`src/pps_time_reference_tracker_defines.svh`:
```
// Assertion macros shared by the time reference tracker.
`ifndef PPS_TIME_REFERENCE_TRACKER_DEFINES_SVH
`define PPS_TIME_REFERENCE_TRACKER_DEFINES_SVH

// The condition must hold in the same cycle as the trigger.
`define PPTR_ASSERT_SAME(label, clk, rst, trig, cond, msg) \
  label: assert property (@(posedge clk) disable iff (rst) (trig) |-> (cond)) else $error(msg);

// The condition must hold in the cycle after the trigger.
`define PPTR_ASSERT_NEXT(label, clk, rst, trig, cond, msg) \
  label: assert property (@(posedge clk) disable iff (rst) (trig) |=> (cond)) else $error(msg);

`endif

```
`src/pptr_pkg.sv`:
```
`default_nettype none

package pptr_pkg;

  // Item operation codes.
  typedef enum logic [1:0] {
    OP_HARD_PPS   = 2'd0,
    OP_SOFT_PPS   = 2'd1,
    OP_CORRECTION = 2'd2,
    OP_QUERY      = 2'd3
  } pptr_op_t;

  localparam int unsigned QUOT_W = 23;   // floor((2^32 - 1) / 1000) fits in 23 bits
  localparam int unsigned MS_W   = 10;

  localparam logic [31:0] MS_PER_SEC = 32'd1000;
  localparam logic [31:0] HALF_SEC   = 32'd500;

  // Reciprocal of 125 scaled by 2^36, exact for 29-bit numerators.
  localparam logic [29:0] RECIP_125   = 30'd549755814;
  localparam int unsigned RECIP_SHIFT = 36;

  // Soft PPS pull: floor((residual + 8) / 16) with residual = rem - 500.
  localparam logic signed [10:0] PULL_BIAS  = 11'sd492;
  localparam int unsigned        PULL_SHIFT = 4;

  typedef struct packed {
    pptr_op_t           op;
    logic [31:0]        tick;
    logic [31:0]        gps_seconds;
    logic signed [31:0] offset_ms;
    logic signed [15:0] correction;
  } pptr_item_t;

  typedef struct packed {
    logic [31:0]     seconds;
    logic [MS_W-1:0] millis;
    logic [31:0]     ref_tick_out;
    logic [31:0]     ref_seconds_out;
  } pptr_result_t;

endpackage

`default_nettype wire

```
`src/pptr_div1000.sv`:
```
`default_nettype none

module pptr_div1000 (
  input  logic [31:0]               dividend,
  output logic [pptr_pkg::QUOT_W-1:0] quotient,
  output logic [pptr_pkg::MS_W-1:0]   remainder
);
  import pptr_pkg::*;

  logic [28:0] eighths;
  logic [58:0] product;
  logic [31:0] quot_ext;
  logic [31:0] quot_times_k;
  logic [31:0] rem_full;

  // Divide by 8 with a shift, then by 125 with a reciprocal multiply.
  assign eighths  = dividend[31:3];
  assign product  = 59'(eighths) * 59'(RECIP_125);
  assign quotient = product[RECIP_SHIFT +: QUOT_W];

  // Remainder from the quotient: 1000 = 1024 - 16 - 8.
  assign quot_ext     = 32'(quotient);
  assign quot_times_k = (quot_ext << 10) - (quot_ext << 4) - (quot_ext << 3);
  assign rem_full     = dividend - quot_times_k;
  assign remainder    = rem_full[MS_W-1:0];

endmodule

`default_nettype wire
```
`config.mk`:
```
export PLATFORM = sky130hd
export DESIGN_NAME = pptr_div1000
export DESIGN_NICKNAME = d
export VERILOG_FILES = /design/src/pps_time_reference_tracker_defines.svh /design/src/pptr_pkg.sv /design/src/pptr_div1000.sv
export SDC_FILE = /design/constraint.sdc
export NUM_CORES = 1
export LEC_CHECK = 0
export ABC_CLOCK_PERIOD_IN_PS = 8300
export BUFFER_PORTS_ARGS = -buffer_cell sky130_fd_sc_hd__buf_2
export CAP_MARGIN = 0
export CORE_UTILIZATION = 30
export DETAILED_ROUTE_END_ITERATION = 10
export PLACE_DENSITY = 0.42
export SLEW_MARGIN = 20
export SYNTH_ARGS = -nofsm -noshare
export SYNTH_HDL_FRONTEND = slang
export SYNTH_SLANG_ARGS = --single-unit
```
`constraint.sdc`:
```
create_clock -name vclk -period 8.3
set_input_delay 0 -clock vclk [all_inputs]
set_output_delay 0 -clock vclk [all_outputs]
set_load 0.05 [all_outputs]
```
==> results.toml, run 1 <==
[status]
status = "completed"

[critical_path]
path_max_fanout = 7
path_depth = 32
crit_arrival_ns = 7.88
slowest_stage = "fa_1"
endpoint_kind = "output pin"
worst-path-buf-inv = 8
crit_type = "input port to output pin"
critPathLaunchType = "input port"
crit_required_ns = 8.30
crit_top_cell = "fa_1"
cp_top_family = "adder cells"
critical_path.max_stage_delay_ns = 0.50

[synth]
yosysWarnings = 0
syn_area_mm2 = 0.0136
synthCells = 1395
yosysUniqueCellTypes = 55
synth_area_per_cell_um2 = 9.77
syn_nets = 2068
ys_seq_area_share_pct = 0

[detailed_routing]
drt_wl_total_mm = 37.4
drc = 0
via_per_inst = 4.50
drtIter0Drc = 257
wl_per_cell_um = 18.0
vias = 9351
drtAntennaViolNets = 0
dr.pass1.iters = 5

[die]
dieWidth_um = 215
dieArea_mm2 = 0.0463
pin_count = 65
initial_core_util_pct = 30.6
die_height_um = 215
core_mm2 = 0.0445
rows = 77

[sta]
tightest_slew_ns = 0.616
slew_violations = 0
slew_headroom_pct = 58.7
finalCriticalPeriod_ns = 7.88
setup_viol = 0
hold_slack_ns = 0.0000805
timing.final.ws_setup_ns = 0.421
finalSetupTns_ns = 0
rsz0062_at_grt = "false"
fmax_ghz = 0.127
period_share_pct = 94.9
hold_viol = 0

[global_routing]
grt-ovfl-total = 0
grt.total_usage_pct = 16.8
grt_pass1_vias = 10600
antenna_found_initial = 0
grt_max_degree = 11
grt_first_pass_wirelength_mm = 59.9

[placed_design]
dp_slack_ns = 0.229
gp_congestion = 0.839
dp_cells = 2078
dp_hpwl_mm = 34.9
numPortBuffers = 59

[layout]
antenna_cells = 0
syn_to_final_growth_pct = 9.48
multi_input_area_mm2 = 0.0118
nClkBuffers = 0
finalNetCount = 2162
nFillCells = 4711
drive_above_1_share_pct = 8.07
seqCellArea_um2 = 0
seq_cells = 0
fin_cells = 2079

[job]
drv_cap = 0

[worst_hold_path]
hp-class = "input port to output pin"
holdPathStages = 0

[clock_network]
cts_hold_buffers = 0
[cell type report]
type	count	area share [%]
repair buffers	101	4.14
well taps	592	4.96
inverters	477	12.0
multi-input cells	909	78.9
[per-layer routing]
layer  up-vias  global-route usage [%]  routed length [µm]
li1       4532                       -                   -
met1      4680                    23.2               17500
met2       115                    30.1               18700
met3        24                   0.510                 673
met4         0                    1.75                 476
met5         -                       0                   0
[metrics by stage]
stage | area, µm² | util (%)
2_1_floorplan | 13600 | -
3_3_place_gp | 14900 | 33.4
3_5_place_dp | 14900 | 33.4
4_1_cts | 14900 | 33.4
5_1_grt | 14900 | 33.5
6_report | 14900 | 33.5
[repair_timing]
item,CTS,global route
setup endpoints to repair,0,1
gates resized for setup,0,11
setup buffers,0,1
[placed cells by master, fill, tap and decap left out, drive strengths merged, types with 3 or more instances in the layout]
cell type,Yosys,layout
a211o,3,3
a211oi,7,7
a21o,24,24
a21oi,41,41
a31oi,9,9
and3,7,7
buf,4,99
fa,269,269
ha,372,372
inv,477,477
nand2,27,27
nand3,11,11
nand4,10,10
nor2,21,21
nor3,8,8
o2111ai,4,4
o211ai,4,4
o21a,3,3
o21ai,29,29
o21bai,4,4
o31ai,5,5
xnor2,18,18
xor2,10,10
[synth_stat cells, types with 9 or more instances]
master / n / area share (%)
nand3_1: 11 / 0.40
fa_1: 269 / 40
nor2_1: 21 / 0.58
nand2_1: 27 / 0.74
nand4_1: 9 / 0.41
a21o_1: 22 / 1.2
ha_1: 372 / 34
xor2_1: 10 / 0.64
a21oi_1: 41 / 1.5
a31oi_1: 9 / 0.41
inv_1: 477 / 13
o21ai_0: 26 / 0.95
xnor2_1: 18 / 1.2
[path summary, 6_finish.rpt]
| check | startpoint | endpoint | slack, ns |
|---|---|---|---|
| min | dividend[2] | remainder[2] | 0.00008 |
| max | dividend[9] | remainder[9] | 0.42 |
[kinds of logic after synthesis]
family | after synthesis | share of synthesized area [%]
AOI/OAI and AO/OA | 143 | 6.96
and+or+nand+nor | 97 | 3.69
adders and majority gates | 641 | 73.7
buffers and inverters | 486 | 13.9
xor gates and xnor gates | 28 | 1.80
Power of run 1 is left out: the tool's default activity adds up to more than one toggle a clock period on the data nets, which glitch-free logic cannot reach.
==> inputs of run 2 (changes only) <==
CORE_UTILIZATION = 23   (was 30)
PLACE_DENSITY = 0.34   (was 0.42)
RECOVER_POWER = 25   (was not set)
==> run 2 against run 1 <==
  * Global-route usage decreased by 2.7 points
  * Design area increased by 2.5%
  * Sequential cell count unchanged
==> results.toml, run 2 (synthesized netlist as in run 1, its figures left out) <==
[status]
status = "completed"

[detailed_routing]
drtAntennaViolNets = 0
via_per_inst = 4.12
wl_per_cell_um = 18.0
drc = 0
drt_wl_total_mm = 40.9
vias = 9373
drtIter0Drc = 213
dr.pass1.iters = 5

[critical_path]
critPathLaunchType = "input port"
crit_top_cell = "fa_1"
crit_required_ns = 8.30
slowest_stage = "fa_1"
crit_type = "input port to output pin"
crit_arrival_ns = 7.88
crit_start = "dividend[9]"
path_max_fanout = 7
endpoint_kind = "output pin"
critical_path.max_stage_delay_ns = 0.51

[sta]
hold_slack_ns = 0.000109
period_share_pct = 94.9
finalCriticalPeriod_ns = 7.88
hold_viol = 0
timing.final.ws_setup_ns = 0.422
tightest_slew_ns = 0.605
slew_headroom_pct = 59.4
rsz0062_at_grt = "false"
slew_violations = 0
fmax_ghz = 0.127
setup_viol = 0
finalSetupTns_ns = 0

[layout]
final_common_cell = "inv_1"
nClkBuffers = 0
drive_above_1_share_pct = 9.01
mostFrequentLayoutCells = "477 x inv_1, 372 x ha_1, 269 x fa_1, 65 x buf_4, 51 x buf_2"
seq_cells = 0
finalNetCount = 2185
seqCellArea_um2 = 0
antenna_cells = 0
syn_to_final_growth_pct = 12.2

[global_routing]
grt_pass1_vias = 10600
grt_max_degree = 11
grt-ovfl-total = 0
grt_first_pass_wirelength_mm = 63.9
antenna_found_initial = 2
grt.total_usage_pct = 14.1

[worst_hold_path]
hp-class = "input port to output pin"
min-delay-start = "dividend[1]"

[placed_design]
dp_hpwl_mm = 38.1
gp_congestion = 0.827
numPortBuffers = 59
dp_slack_ns = 0.181

[die]
dieArea_mm2 = 0.0602
die_height_um = 245
rows = 88
initial_core_util_pct = 23.4
dieWidth_um = 245
pin_count = 65
core_mm2 = 0.0581

[job]
drv_cap = 0
run 2: layout make-up:
cell class                      count  area [µm²]
Fill cell                        6312       42800
Multi-Input combinational cell    909       11800
Inverter                          477        1790
Tap cell                          765         957
Timing Repair Buffer              124         792
run 2: final timing paths:
kind / endpoint / slack (ns) / cells after the start
worst max-delay path: remainder[9] / 0.42 / 32
worst min-delay path: remainder[1] / 0.0001 / 0
run 2: stage by stage:
stage          cell area, µm²  cells  util [%]
3_3_place_gp            15300   2274      26.3
3_5_place_dp            15300   2274      26.3
6_report                15300   2275      26.3
2_1_floorplan           13600   1395         -
4_1_cts                 15300   2274      26.3
5_1_grt                 15300   2275      26.3
run 2: routing by layer:
metal | wire length [µm] | part of all wire, % | GRT usage, %
met1 | 19100 | 47 | 19.2
met5 | 25 | 0.061 | 0
met3 | 844 | 2.1 | 0.851
met4 | 395 | 0.97 | 1.11
met2 | 20500 | 50 | 25.2
run 2: critical path: cells and delay by family:
family	cells	cell delay, ns
AO/OA/AOI/OAI	9	1.91
adder cells (fa/ha/maj)	11	4.55
XOR/XNOR	4	0.70
buffers and inverters	8	0.71
run 2: what timing repair did:
action	in CTS	in global routing
endpoints found under the hold margin	0	0
setup endpoints to repair	0	1
hold buffers	0	0
resized for setup	0	10
buffers inserted	0	1
Power of run 2 is left out for the same reason.
==> inputs of run 3 (changes only) <==
BUFFER_PORTS_ARGS = not set   (was -buffer_cell sky130_fd_sc_hd__buf_2)
DONT_BUFFER_PORTS = 1   (was not set)
PLACE_DENSITY = 0.33   (was 0.34)
==> run 3 against run 2 <==
  * Global-route usage barely moved
  * Design area fell by 3.5%
  * Wire length fell by 0.71%
  * First-iteration DRC count rose by 3.3%
  * Worst setup slack improved by 0.094 ns
  * Utilization fell by 0.92 points
  * Critical path type unchanged
  * Highest routed layer is now met4
==> results.toml, run 3 (synthesized netlist as in run 1, its figures left out) <==
[die]
die_height_um = 245
pin_count = 65
dieWidth_um = 245
dieArea_mm2 = 0.0602
initial_core_util_pct = 23.4
core_mm2 = 0.0581
rows = 88

[placed_design]
numPortBuffers = 0
gp_congestion = 0.829
dp_hpwl_mm = 36.7

[critical_path]
crit_type = "input port to output pin"
crit_required_ns = 8.30
crit_arrival_ns = 7.78
slowest_stage = "fa_1"
crit_start = "dividend[10]"
crit_path_end = "remainder[9]"
path_max_fanout = 11
endpoint_kind = "output pin"
critical_path.max_stage_delay_ns = 0.54
critPathLaunchType = "input port"

[sta]
finalCriticalPeriod_ns = 7.78
setup_viol = 0
slew_violations = 0
tightest_slew_ns = 0.877
finalSetupTns_ns = 0
rsz0062_at_grt = "false"
fmax_ghz = 0.128
slew_headroom_pct = 41.3
hold_viol = 0
period_share_pct = 93.8

[job]
drv_cap = 0

[global_routing]
grt_first_pass_wirelength_mm = 63.9
antenna_found_initial = 0
grt.total_usage_pct = 14.1
grt-ovfl-total = 0
grt_max_degree = 12
grt_pass1_vias = 10500

[layout]
seqCellArea_um2 = 0
mostFrequentLayoutCells = "477 x inv_1, 372 x ha_1, 269 x fa_1, 40 x a21oi_1"
syn_to_final_growth_pct = 8.30
nClkBuffers = 0
drive_above_1_share_pct = 3.32
nFillCells = 6369
seq_cells = 0
antenna_cells = 0
finalNetCount = 2092
final_common_cell = "inv_1"

[clock_network]
cts_hold_buffers = 0

[status]
status = "completed"

[detailed_routing]
drtAntennaViolNets = 0
dr.pass1.iters = 4
drt_wl_total_mm = 40.6
drc = 0
drtIter0Drc = 220
vias = 8989
via_per_inst = 4.12
wl_per_cell_um = 18.6

[worst_hold_path]
hp-class = "input port to output pin"
-- run 3: critical path, delay by kind of cell --
family | cells | cell delay, ns
buffers and inverters | 9 | 0.61
adder cells (fa/ha/maj) | 11 | 4.77
XOR/XNOR | 4 | 0.78
AO/OA/AOI/OAI | 8 | 1.61
-- run 3: layout make-up --
class	count	area [µm²]	share of cell area, %
multi-input combinational	909	11800	79.8
tap	765	957	6.49
inverter	477	1790	12.1
timing repair buffer	31	234	1.59
-- run 3: through the flow --
stage                     std cells  util [%]  area, µm²  setup WS (ns)  hold slack, ns
after floorplan                1395         -      13600         0.0160           0.167
after global placement         2181      25.4      14800          0.440        0.000341
after detailed placement       2181      25.4      14800          0.392        0.000341
after CTS                      2181      25.4      14800          0.345        0.000341
after global routing           2182      25.4      14800         0.0399        0.000292
final                          2182      25.4      14800          0.516        0.000109
-- run 3: worst min-delay path by stage --
stage / startpoint / to / cells after the start
2_1_floorplan: dividend[0] / remainder[0] / 1
3_3_place_gp: dividend[1] / remainder[1] / 0
3_5_place_dp: dividend[1] / remainder[1] / 0
4_1_cts: dividend[1] / remainder[1] / 0
5_1_grt: dividend[0] / remainder[0] / 0
6_report: dividend[1] / remainder[1] / 0
-- run 3: timing repair --
item | in CTS | in global routing
setup buffers | 0 | 1
gates resized for setup | 0 | 1
endpoints found under the setup margin | 0 | 1
-- run 3: layer usage --
layer / GRT usage (%) / share of wire (%) / vias to the layer above
met3: 0.895 / 2.3 / 14
met1: 19.2 / 46 / 4501
li1: - / - / 4394
met2: 25.3 / 50 / 80
met5: 0 / 0 / -
met4: 1.04 / 0.89 / 0
Power of run 3 is left out for the same reason.
